--- config.mk ---
export PLATFORM = sky130hd
export DESIGN_NAME = k_way_sorted_merge_top
export DESIGN_NICKNAME = d
export VERILOG_FILES = /design/src/hw/rtl/kwsm_pkg.sv /design/src/hw/rtl/kwsm_ctrl.sv /design/src/hw/rtl/kwsm_dp.sv /design/src/hw/rtl/k_way_sorted_merge_top.sv
export SDC_FILE = /design/constraint.sdc
export NUM_CORES = 1
export LEC_CHECK = 0
export BUFFER_PORTS_ARGS = -buffer_cell sky130_fd_sc_hd__buf_2
export CAP_MARGIN = 30
export CORE_UTILIZATION = 24
export CTS_CLUSTER_DIAMETER = 30
export DETAILED_ROUTE_END_ITERATION = 10
export PLACE_DENSITY_LB_ADDON = 0.1
export REMOVE_ABC_BUFFERS = 1
export SKIP_LAST_GASP = 1
export SLEW_MARGIN = 20
export SYNTH_ARGS = -nofsm -noshare
export SYNTH_HDL_FRONTEND = slang
export SYNTH_SLANG_ARGS = --single-unit
--- constraint.sdc ---
create_clock -name i_clk -period 11.8 [get_ports i_clk]
set_input_delay 1.77 -clock i_clk [delete_from_list [all_inputs] [get_ports i_clk]]
set_output_delay 1.77 -clock i_clk [all_outputs]
set_load 0.005 [all_outputs]
--- src/hw/rtl/kwsm_pkg.sv ---
// Types, constants and the compare function of the k-way merge.
package kwsm_pkg;

    localparam int LANES      = 8;
    localparam int VALUE_BITS = 32;
    localparam int LANE_BITS  = 3;
    localparam int CFG_BITS   = 4;
    localparam int FILL_BITS  = $clog2(LANES + 1);
    localparam int LEVELS     = $clog2(LANES);
    localparam int SLOTS      = 1 << LEVELS;
    localparam int LEVEL_BITS = (LEVELS > 1) ? $clog2(LEVELS) : 1;

    typedef struct packed {
        logic [LANE_BITS-1:0]         item_lane;
        logic signed [VALUE_BITS-1:0] item_value;
        logic                         lane_end;
    } t_in_item;

    typedef struct packed {
        logic signed [VALUE_BITS-1:0] out_value;
        logic [LANE_BITS-1:0]         out_lane;
        logic                         has_value;
        logic                         merge_done;
        logic                         seq_error;
    } t_out_item;

    typedef enum logic [1:0] {
        S_IDLE,
        S_SEARCH,
        S_EMIT
    } t_state;

    typedef enum logic {
        K_VALUE,
        K_ERROR
    } t_kind;

    // One contender of the minimum search
    typedef struct packed {
        logic                         live;
        logic signed [VALUE_BITS-1:0] value;
        logic [LANE_BITS-1:0]         lane;
    } t_cand;

    // Controller to datapath
    typedef struct packed {
        logic  push;
        logic  load;
        logic  reduce;
        logic  emit;
        t_kind kind;
    } t_cmd;

    // Datapath to controller
    typedef struct packed {
        logic                 winner_live;
        logic [LANE_BITS-1:0] winner_lane;
        logic                 out_free;
    } t_status;

    // a always comes from lower lanes than b, so a tie goes to a
    function automatic t_cand best(t_cand a, t_cand b);
        t_cand r;
        if (a.live && (!b.live || ($signed(a.value) <= $signed(b.value)))) begin
            r = a;
        end else begin
            r = b;
        end
        return r;
    endfunction

endpackage

--- src/hw/rtl/kwsm_ctrl.sv ---
// Sequencer of the k-way merge: fill tracking, lane check and search steps.
module kwsm_ctrl (
    input  logic                               i_clk,
    input  logic                               i_rst_n,
    input  logic                               i_in_valid,
    output logic                               o_in_stall,
    input  logic [kwsm_pkg::LANE_BITS-1:0]     i_item_lane,
    input  logic                               i_item_end,
    input  logic                               i_cfg_we,
    input  logic [kwsm_pkg::CFG_BITS-1:0]      i_cfg_data,
    input  kwsm_pkg::t_status                  i_status,
    output kwsm_pkg::t_cmd                     o_cmd
);

    kwsm_pkg::t_state                       r_state, n_state;
    kwsm_pkg::t_kind                        r_kind, n_kind;
    logic                                   r_filling, n_filling;
    logic [kwsm_pkg::FILL_BITS-1:0]         r_fill_index, n_fill_index;
    logic [kwsm_pkg::LANE_BITS-1:0]         r_expected_lane, n_expected_lane;
    logic [kwsm_pkg::CFG_BITS-1:0]          r_active;
    logic [kwsm_pkg::LEVEL_BITS-1:0]        r_level, n_level;

    logic                                   accept;
    logic                                   lane_ok;
    logic                                   fill_last;
    logic [kwsm_pkg::LANE_BITS-1:0]         want;
    logic [kwsm_pkg::FILL_BITS-1:0]         fill_next;
    logic [kwsm_pkg::FILL_BITS-1:0]         active_count;

    // Clamp the stream count to 1..LANES
    always_comb begin
        if (r_active == '0) begin
            active_count = kwsm_pkg::FILL_BITS'(1);
        end else if (r_active > kwsm_pkg::CFG_BITS'(kwsm_pkg::LANES)) begin
            active_count = kwsm_pkg::FILL_BITS'(kwsm_pkg::LANES);
        end else begin
            active_count = kwsm_pkg::FILL_BITS'(r_active);
        end
    end

    // Lane check and fill progress
    assign accept    = (r_state == kwsm_pkg::S_IDLE) && i_in_valid;
    assign want      = r_filling ? r_fill_index[kwsm_pkg::LANE_BITS-1:0] : r_expected_lane;
    assign lane_ok   = (i_item_lane == want);
    assign fill_next = r_fill_index + kwsm_pkg::FILL_BITS'(1);
    assign fill_last = (fill_next >= active_count);

    // Next state
    always_comb begin
        n_state = r_state;
        case (r_state)
            kwsm_pkg::S_IDLE: begin
                if (accept) begin
                    if (!lane_ok) begin
                        n_state = kwsm_pkg::S_EMIT;
                    end else if (r_filling && !fill_last) begin
                        n_state = kwsm_pkg::S_IDLE;
                    end else begin
                        n_state = kwsm_pkg::S_SEARCH;
                    end
                end
            end
            kwsm_pkg::S_SEARCH: begin
                if (r_level == '0) begin
                    n_state = kwsm_pkg::S_EMIT;
                end
            end
            kwsm_pkg::S_EMIT: begin
                if (i_status.out_free) begin
                    n_state = kwsm_pkg::S_IDLE;
                end
            end
            default: n_state = kwsm_pkg::S_IDLE;
        endcase
    end

    // Commands to the datapath
    always_comb begin
        o_in_stall    = (r_state != kwsm_pkg::S_IDLE);
        o_cmd.push    = accept && lane_ok && !i_item_end;
        o_cmd.load    = accept;
        o_cmd.reduce  = (r_state == kwsm_pkg::S_SEARCH);
        o_cmd.emit    = (r_state == kwsm_pkg::S_EMIT) && i_status.out_free;
        o_cmd.kind    = r_kind;
    end

    // Fill, expected lane and step counter updates
    always_comb begin
        n_kind          = r_kind;
        n_filling       = r_filling;
        n_fill_index    = r_fill_index;
        n_expected_lane = r_expected_lane;
        n_level         = r_level;
        if (accept) begin
            n_kind  = lane_ok ? kwsm_pkg::K_VALUE : kwsm_pkg::K_ERROR;
            n_level = kwsm_pkg::LEVEL_BITS'(kwsm_pkg::LEVELS - 1);
            if (lane_ok && r_filling) begin
                n_fill_index = fill_next;
                if (fill_last) begin
                    n_filling = 1'b0;
                end
            end
        end
        if ((r_state == kwsm_pkg::S_SEARCH) && (r_level != '0)) begin
            n_level = r_level - kwsm_pkg::LEVEL_BITS'(1);
        end
        if (o_cmd.emit && (r_kind == kwsm_pkg::K_VALUE)) begin
            if (i_status.winner_live) begin
                n_expected_lane = i_status.winner_lane;
            end else begin
                // all streams drained: rearm for the next merge
                n_filling       = 1'b1;
                n_fill_index    = '0;
                n_expected_lane = '0;
            end
        end
    end

    // Registers
    always_ff @(posedge i_clk) begin
        if (!i_rst_n) begin
            r_state         <= kwsm_pkg::S_IDLE;
            r_kind          <= kwsm_pkg::K_VALUE;
            r_filling       <= 1'b1;
            r_fill_index    <= '0;
            r_expected_lane <= '0;
            r_active        <= kwsm_pkg::CFG_BITS'(kwsm_pkg::LANES);
            r_level         <= '0;
        end else begin
            r_state         <= n_state;
            r_kind          <= n_kind;
            r_filling       <= n_filling;
            r_fill_index    <= n_fill_index;
            r_expected_lane <= n_expected_lane;
            r_level         <= n_level;
            if (i_cfg_we) begin
                r_active <= i_cfg_data;
            end
        end
    end

endmodule

--- src/hw/rtl/kwsm_dp.sv ---
// Datapath of the k-way merge: stream heads, minimum search and result register.
module kwsm_dp (
    input  logic                 i_clk,
    input  logic                 i_rst_n,
    input  kwsm_pkg::t_in_item   i_item,
    input  kwsm_pkg::t_cmd       i_cmd,
    input  logic                 i_out_stall,
    output kwsm_pkg::t_status    o_status,
    output logic                 o_out_valid,
    output kwsm_pkg::t_out_item  o_out_item
);

    logic signed [kwsm_pkg::VALUE_BITS-1:0] r_head_value [kwsm_pkg::LANES];
    logic [kwsm_pkg::LANES-1:0]             r_live;
    kwsm_pkg::t_cand                        r_cand [kwsm_pkg::SLOTS];
    kwsm_pkg::t_cand                        n_cand [kwsm_pkg::SLOTS];
    kwsm_pkg::t_out_item                    r_out, n_out;
    logic                                   r_out_valid;
    logic                                   out_free;

    assign out_free = !r_out_valid || !i_out_stall;

    assign o_status.winner_live = r_cand[0].live;
    assign o_status.winner_lane = r_cand[0].lane;
    assign o_status.out_free    = out_free;

    // Head of each stream, indexed by lane
    always_ff @(posedge i_clk) begin
        if (i_cmd.push) begin
            r_head_value[i_item.item_lane] <= i_item.item_value;
        end
    end

    // Which lanes currently hold a head
    always_ff @(posedge i_clk) begin
        if (!i_rst_n) begin
            r_live <= '0;
        end else begin
            if (i_cmd.emit && (i_cmd.kind == kwsm_pkg::K_VALUE) && r_cand[0].live) begin
                r_live[r_cand[0].lane] <= 1'b0;
            end
            if (i_cmd.push) begin
                r_live[i_item.item_lane] <= 1'b1;
            end
        end
    end

    // Contenders: load with the new head bypassed, then halve once per step
    always_comb begin
        for (int k = 0; k < kwsm_pkg::SLOTS; k++) begin
            n_cand[k] = r_cand[k];
        end
        if (i_cmd.load) begin
            for (int k = 0; k < kwsm_pkg::SLOTS; k++) begin
                if (k < kwsm_pkg::LANES) begin
                    n_cand[k].lane = kwsm_pkg::LANE_BITS'(k);
                    if (i_cmd.push && (i_item.item_lane == kwsm_pkg::LANE_BITS'(k))) begin
                        n_cand[k].live  = 1'b1;
                        n_cand[k].value = i_item.item_value;
                    end else begin
                        n_cand[k].live  = r_live[k];
                        n_cand[k].value = r_head_value[k];
                    end
                end else begin
                    n_cand[k] = '0;
                end
            end
        end else if (i_cmd.reduce) begin
            for (int k = 0; k < kwsm_pkg::SLOTS / 2; k++) begin
                n_cand[k] = kwsm_pkg::best(r_cand[2*k], r_cand[2*k+1]);
            end
            for (int k = kwsm_pkg::SLOTS / 2; k < kwsm_pkg::SLOTS; k++) begin
                n_cand[k].live = 1'b0;
            end
        end
    end

    always_ff @(posedge i_clk) begin
        for (int k = 0; k < kwsm_pkg::SLOTS; k++) begin
            r_cand[k] <= n_cand[k];
        end
    end

    // Result contents
    always_comb begin
        n_out = '0;
        if (i_cmd.kind == kwsm_pkg::K_ERROR) begin
            n_out.seq_error = 1'b1;
        end else if (r_cand[0].live) begin
            n_out.out_value = r_cand[0].value;
            n_out.out_lane  = r_cand[0].lane;
            n_out.has_value = 1'b1;
        end else begin
            n_out.merge_done = 1'b1;
        end
    end

    // Output register
    always_ff @(posedge i_clk) begin
        if (!i_rst_n) begin
            r_out_valid <= 1'b0;
        end else if (i_cmd.emit) begin
            r_out_valid <= 1'b1;
        end else if (!i_out_stall) begin
            r_out_valid <= 1'b0;
        end
    end

    always_ff @(posedge i_clk) begin
        if (i_cmd.emit) begin
            r_out <= n_out;
        end
    end

    assign o_out_valid = r_out_valid;
    assign o_out_item  = r_out;

endmodule

--- src/hw/rtl/k_way_sorted_merge_top.sv ---
// Top level of the k-way sorted merge.
//
//  channel   direction  handshake                  payload
//  in        input      i_in_valid / o_in_stall    i_in_item  (t_in_item)
//  out       output     o_out_valid / i_out_stall  o_out_item (t_out_item)
//  cfg       input      i_cfg_we                   i_cfg_data (active_lists)
//
//  A fill item that is not the last of the fill phase gives no result and no stall.
//  A lane error goes straight from idle to emit; any other item passes the search
//  state first, the pairwise minimum search over the stream heads, one tree level per cycle.
//  Input stalls from acceptance until the result is loaded into the output register;
//  the next item is taken while that result still waits for its transfer.
//  Reset is synchronous, active low; no clearing pass is needed.
module k_way_sorted_merge_top (
    input  logic                             i_clk,
    input  logic                             i_rst_n,
    input  logic                             i_in_valid,
    output logic                             o_in_stall,
    input  kwsm_pkg::t_in_item               i_in_item,
    output logic                             o_out_valid,
    input  logic                             i_out_stall,
    output kwsm_pkg::t_out_item              o_out_item,
    input  logic                             i_cfg_we,
    input  logic [kwsm_pkg::CFG_BITS-1:0]    i_cfg_data
);

    kwsm_pkg::t_cmd    cmd;
    kwsm_pkg::t_status status;

    // Sequencer
    kwsm_ctrl u_ctrl (
        .i_clk       (i_clk),
        .i_rst_n     (i_rst_n),
        .i_in_valid  (i_in_valid),
        .o_in_stall  (o_in_stall),
        .i_item_lane (i_in_item.item_lane),
        .i_item_end  (i_in_item.lane_end),
        .i_cfg_we    (i_cfg_we),
        .i_cfg_data  (i_cfg_data),
        .i_status    (status),
        .o_cmd       (cmd)
    );

    // Heads, search and result register
    kwsm_dp u_dp (
        .i_clk       (i_clk),
        .i_rst_n     (i_rst_n),
        .i_item      (i_in_item),
        .i_cmd       (cmd),
        .i_out_stall (i_out_stall),
        .o_status    (status),
        .o_out_valid (o_out_valid),
        .o_out_item  (o_out_item)
    );

endmodule

Word level (Yosys, flattened, before mapping)
Memory sizes are Yosys's and may differ from the RTL's.
Cells that the tools add are included.
{"block": "op_classes", "add_sub_neg": 2, "mul": 0, "div_mod_pow": 0, "n_lt_le_gt_ge": 10, "eq_ne": 14, "n_shift": 0, "n_mux": 60, "bitwise_logic": 5, "n_reduce_logical": 45}
{"cell": "145-bit 2-to-1 mux", "count": 2}
{"cell": "33-bit 2-to-1 mux", "count": 8}
{"cell": "36-bit 2-to-1 mux", "count": 4}
{"cell": "35-bit 2-to-1 mux", "count": 4}
{"cell": "32-bit <= comparator", "count": 4}
{"cell": "4-bit 2-to-1 mux", "count": 6}
{"cell": "8-bit 2-to-1 mux", "count": 3}
{"cell": "1-bit logical AND", "count": 23}
{"cell": "1-bit 2-to-1 mux", "count": 22}
{"cell": "3-bit equality test, second input constant", "count": 4}
{"cell": "2-bit 2-to-1 mux", "count": 6}
{"cell": "8-bit bitwise AND", "count": 1}
{"cell": "1-bit zero test", "count": 8}
{"cell": "3-bit by 4-bit < comparator with 1-bit output, second input constant", "count": 2}
{"cell": "2-bit by 1-bit != test with 1-bit output, second input constant", "count": 4}
{"cell": "8-bit NOT", "count": 1}
{"cell": "8-bit OR", "count": 1}
{"cell": "1-bit demux with 3-bit select", "count": 2}
{"cell": "3-bit by 2-bit equality test with 1-bit output, second input constant", "count": 2}
{"cell": "3-bit by 1-bit greater-or-equal comparator with 1-bit output, second input constant", "count": 2}
{"cell": "3-bit 2-to-1 mux", "count": 2}
{"cell": "2-bit case mux with 3 select lines", "count": 1}
{"cell": "2-bit nonzero test", "count": 3}
{"cell": "1-bit logical OR", "count": 5}
{"cell": "14 further kinds", "count": 16}
{"block": "word_totals", "register_bits": 64, "latch_bits": 0, "mem_bits_rw": 544, "rom_bits": 0, "output_inout_bits": 40, "memories": 2}
{"name": "u_dp.r_cand", "depth": 8, "width": 36, "rd": 8, "rd_ports_with_merged_regs": 0, "wr": 8, "line": "kwsm_dp.sv:15", "source": "kwsm_pkg::t_cand r_cand [kwsm_pkg::SLOTS];"}
{"name": "u_dp.r_head_value", "depth": 8, "width": 32, "rd": 8, "rd_ports_with_merged_regs": 0, "wr": 1, "line": "kwsm_dp.sv:13", "source": "logic signed [kwsm_pkg::VALUE_BITS-1:0] r_head_value [kwsm_pkg::LANES];"}

Longest topological paths before layout
An unclocked memory read counts as a cell.
{"block": "logic_depth", "depth_word": 11, "ltp_mapped": 12, "ltp_nobuf": 11}

Modules after synthesis
A second synthesis with hierarchy kept.
{"block": "hier_totals", "hier_cells": 2340, "hier_area_um2": 28462.3}
{"mod": "kwsm_dp", "instances": 1, "cells_each": 2230, "area_per_inst_um2": 27487.6}
{"mod": "kwsm_ctrl", "instances": 1, "cells_each": 110, "area_per_inst_um2": 974.7}

Least setup slack after synthesis
Ideal clock, no wire load.
{"block": "synth_path", "kind": "input -> register", "startpoint": "in i_in_valid", "endpoint": "mem u_dp.r_cand[0][107] (netlist bit), data pin", "setup_time_ns": 0.156, "arrival_ns": 6.352, "required_ns": 11.644, "setup_slack_ns": 5.292, "cell_stages": 6, "path_buffers": 2, "path_cell_list": "nand2_1 clkbuf_1 inv_1 clkbuf_1 o21ai_0 nand2_1"}
{"element": "from (decl)", "line": "k_way_sorted_merge_top.sv:17", "source": "input logic i_in_valid,"}
{"element": "to (decl)", "line": "kwsm_dp.sv:15"}

Worst setup path after layout
{"block": "layout_path", "startpoint": "in i_in_item[33] (netlist bit)", "endpoint": "mem u_dp.r_head_value[5][19] (netlist bit) (enable)"}
{"block": "layout_via", "elab_chain_cells": 5}
{"element": "from (decl)", "line": "k_way_sorted_merge_top.sv:19", "source": "input kwsm_pkg::t_in_item i_in_item,"}
{"element": "3-bit equality test", "line": "kwsm_ctrl.sv:44", "source": "assign lane_ok = (i_item_lane == want);"}
{"element": "1-bit logical AND (2 in a row)", "line": "kwsm_ctrl.sv:80", "source": "o_cmd.push = accept && lane_ok && !i_item_end;"}
{"element": "1-bit 2-to-1 mux", "line": "kwsm_dp.sv:29", "source": "if (i_cmd.push) begin"}
{"element": "1-bit 2-to-1 mux (not written as such)", "line": "kwsm_dp.sv:30", "source": "r_head_value[i_item.item_lane] <= i_item.item_value;"}
{"element": "to (decl)", "line": "kwsm_dp.sv:13"}
Several ways; a longest one is shown, not always the timed one.

==> impl_results.md <==
- Final setup viols: 0
- Routed vias/inst: 4.86
- Global-route wire length before repair: 140 mm
- Die Ht: 344 um
- Critical path class: in -> reg
- Clock Sinks: 594
- Worst Hold End: u_dp.r_cand[0][38]$_SDFFE_PP0P_
- Total GRT Usage: 0.161
- Dominant cells by area after synthesis: edfxtp_1, ha_1, mux2_2
- Post-synth EDFFs: 558
- Setup TNS: 0 ns
- Tightest Pin Transition: 1.04 ns
- Worst Setup End Kind: register
- Min Tclk post-route: 5.26 ns
- Wire per inst: 23.7 um
- Drt first pass iters: 6
- Final slew viol count: 0
- Crit-path cells: buf_2 -> inv_1 -> xnor2_1 -> nand4_2 -> nor4_4 -> buf_4 -> nand2_2 -> inv_2 -> buf_4
- Fraction of layout cells with a size suffix above 1: 0.199
- Mapped Area: 28100 um^2
- Share of power burned in registers: 0.334
- Crit-path max cell delay: 0.82 ns
- GR Overflow Total: 0
- Final Core Density: 0.310
- Crit path buf inv count: 5
- Detailed router's first-iteration violation count: 1737
- Cell class contributing the biggest share of worst-path delay: buffers and inverters
- CTS clock-pin slew for the worst setup and hold paths: 0.05 ns
- Slowest cell on the critical path: inv_2
- Pwr dens: 202 nW/um^2
- Worst skew pair latency: 0.72 ns
- Switching power: 1.61 mW
- Async set-reset flop share out of synthesis: 0
- DRC errors left: 0
- CTS tree: yes
- Num CTS Buffers: 169
- #FFs+latches synth: 594
- Largest area contributor in the netlist: edfxtp_1
- Status: finished, final reports clean
- Commonest non-fill, non-tap cell in the layout: edfxtp_1
- Warning count from the yosys run: 0
- Antenna Nets Post-Route: 0
- R2R setup slack: 7.02 ns
- Sequential area share after synthesis: 0.622
- Worst vdd ir: 0.134 mV
- Layout area overhead: 28.2%
- Worst r2r src: u_ctrl.r_filling$_SDFF_PN1_
- Pint: 5.67 mW
- Syn Area/Cell: 12.5 um^2
- Slew headroom: 0.310
- Die area: 118000 um^2
- Critical Path Source: i_in_item[33]
- Combinational Power Share: 0.048
- Final RePlAce weighted congestion: 0.774
- Multi-input gate area: 9500 um^2
- Final net count: 2567
- Vias in the first global route: 19900
- RSZ-0062 raised after global routing: no
- FF+latch area: 17500 um^2
- Arrival @ worst endpoint: 5.62 ns
- I/O Buffers: 84
- Crit path max fanout: 67
- Worst path most repeated cell: buf_4
- Starting Density: 0.242
- Critical path launch point type: input pin
- Final WL: 96.1 mm
- I/O pin count: 85
- Sw frac: 0.221
- Row count: 125
- Worst flop-to-flop path endpoint: u_dp.r_head_value[5][19]$_DFFE_PP_
- Hold depth: 2
- Hold Crit Class: reg -> reg
- Hold buffers post-CTS: 0
- Root buffer cell: clkbuf_16
- Tcrit/Tclk final: 0.446
- Leakage: 12.9 nW
- Min-delay src: u_dp.r_cand[0][74]$_SDFFE_PP0P_
- Die span in x: 344 um
- Post-CTS setup repair buffer count: 0
- Fmax: 190 MHz
- Max Cap Viol: 0
- DP Wirelength: 60.3 mm
- Synth top area share: 0.596
- Clk network pwr share: 0.618
- R2r worst-path depth: 8
- Yosys cell types: 64
- Via count: 19700
- Fillcell total: 11600
- Largest net degree at the start of global routing: 87
- Hold Violations, Final: 0
- Initial antenna violation count: 2
- H-tree Lvls: 4
- Pre-CTS setup slack: 5.73 ns
- Core area: 116000 um^2
- Post-Syn Instances: 2246
- PostCTS Resize Cnt: 0
- Clock Skews: 0.0289 ns
- Commonest register cell after synthesis: edfxtp_1
- Most frequent cells in the layout: edfxtp_1, nand2_1, clkbuf_16, a21oi_1, inv_1
- Setup ws final: 6.54 ns
- CTS max path bufs: 3
- Worst EP required: 12.16 ns
how the worst max path moves through the flow:
stage | endpoint | slack [ns] | cells after the start
2_1_floorplan | u_dp.r_cand[0][10]$_DFFE_PP_ | 3.22 | 3
3_3_place_gp | u_dp.r_head_value[5][16]$_DFFE_PP_ | 5.81 | 9
3_5_place_dp | u_dp.r_head_value[5][16]$_DFFE_PP_ | 5.73 | 9
4_1_cts | u_dp.r_head_value[5][18]$_DFFE_PP_ | 6.48 | 9
5_1_grt | u_dp.r_cand[1][57]$_DFFE_PP_ | 6.23 | 11
6_report | u_dp.r_head_value[5][19]$_DFFE_PP_ | 6.54 | 9
cell usage after synthesis (all sizes together), types with 3 or more instances:
cell type and count:
a221oi 5, or2 3, o21a 5, a21o 3, ha 134, o2111ai 4, nand4 29, dfxtp 36
inv 161, a211oi 5, a21oi 168, nor2 40, buf 35, mux2 96, xor2 5, nor4 70
nand2b 5, mux2i 39, o2bb2ai 33, o31a 3, a21boi 3, o211ai 4, nor3 9, nand3 117
a31oi 6, a311o 96, edfxtp 558, or3 5, clkbuf 119, nand2 213, a311oi 31, o21ai 130
o31ai 9, nor2b 10, and2 32
power by group through the flow:
| stage | logic [mW] | clock network (mW) | registers [mW] |
|---|---|---|---|
| floorplan | 0.174 | 0 | 2.44 |
| global placement | 0.342 | 0 | 2.47 |
| detailed placement | 0.352 | 0 | 2.47 |
| CTS | 0.354 | 4.58 | 2.43 |
| global route | 0.384 | 4.70 | 2.44 |
| finish | 0.348 | 4.50 | 2.43 |
worst reg2reg max path, delay by kind of cell (launching register included):
kind	cells	cell delay [ns]
xor gates and xnor gates	1	0.20
buffers and inverters	3	2.02
DFF	1	0.48
muxes	1	0.34
and+or+nand+nor	3	1.35
area by class of cell:
type / instances / area share
tap: 1524 / 0.0529
inverter: 163 / 0.0171
multi-input combinational: 1335 / 0.264
clock buffer: 212 / 0.126
antenna: 5 / 0.000347
timing repair buffer: 125 / 0.0238
sequential: 594 / 0.485
clock inverter: 95 / 0.0315
stage by stage:
stage	std cells	cell area, um^2	power, mW	hold slack (ns)
6_report	4053	36000	7.28	0.439
5_1_grt	4048	36000	7.52	0.459
2_1_floorplan	2092	27400	2.62	0.415
4_1_cts	4046	36000	7.37	0.443
3_5_place_dp	3739	30300	2.82	0.437
3_3_place_gp	3733	30200	2.81	0.431
state kept, by name, indices dropped and copies added, names as in the netlist:
name	count
u_ctrl.r_active	4
u_dp.r_cand	274
u_dp.o_out_item	38
u_dp.r_head_value	256
u_ctrl.r_fill_index	4
u_ctrl.r_kind	1
u_dp.r_live	8
u_ctrl.r_level	2
u_ctrl.r_filling	1
u_dp.o_out_valid	1
u_ctrl.r_state	2
u_ctrl.r_expected_lane	3
routing by layer:
metal	GRT usage	share of wire	vias up
li1	-	-	8962
met1	0.234	0.49	9963
met2	0.237	0.43	651
met3	0.0343	0.060	121
met4	0.0507	0.020	0
met5	0	0	-
logic make-up (layout without fill, tap and decap cells):
kind of cell    after synthesis  after routing  share of synthesized area
compound gates              516            516                      0.123
xor+xnor                      7              7                    0.00218
fa+ha+maj                   134            134                     0.0596
buf+inv                     317            595                     0.0456
flops                       594            594                      0.622
mux                         135            135                     0.0523
other cells                   0              5                          0
simple gates                543            543                     0.0951
(Power assumes the default switching activity.)
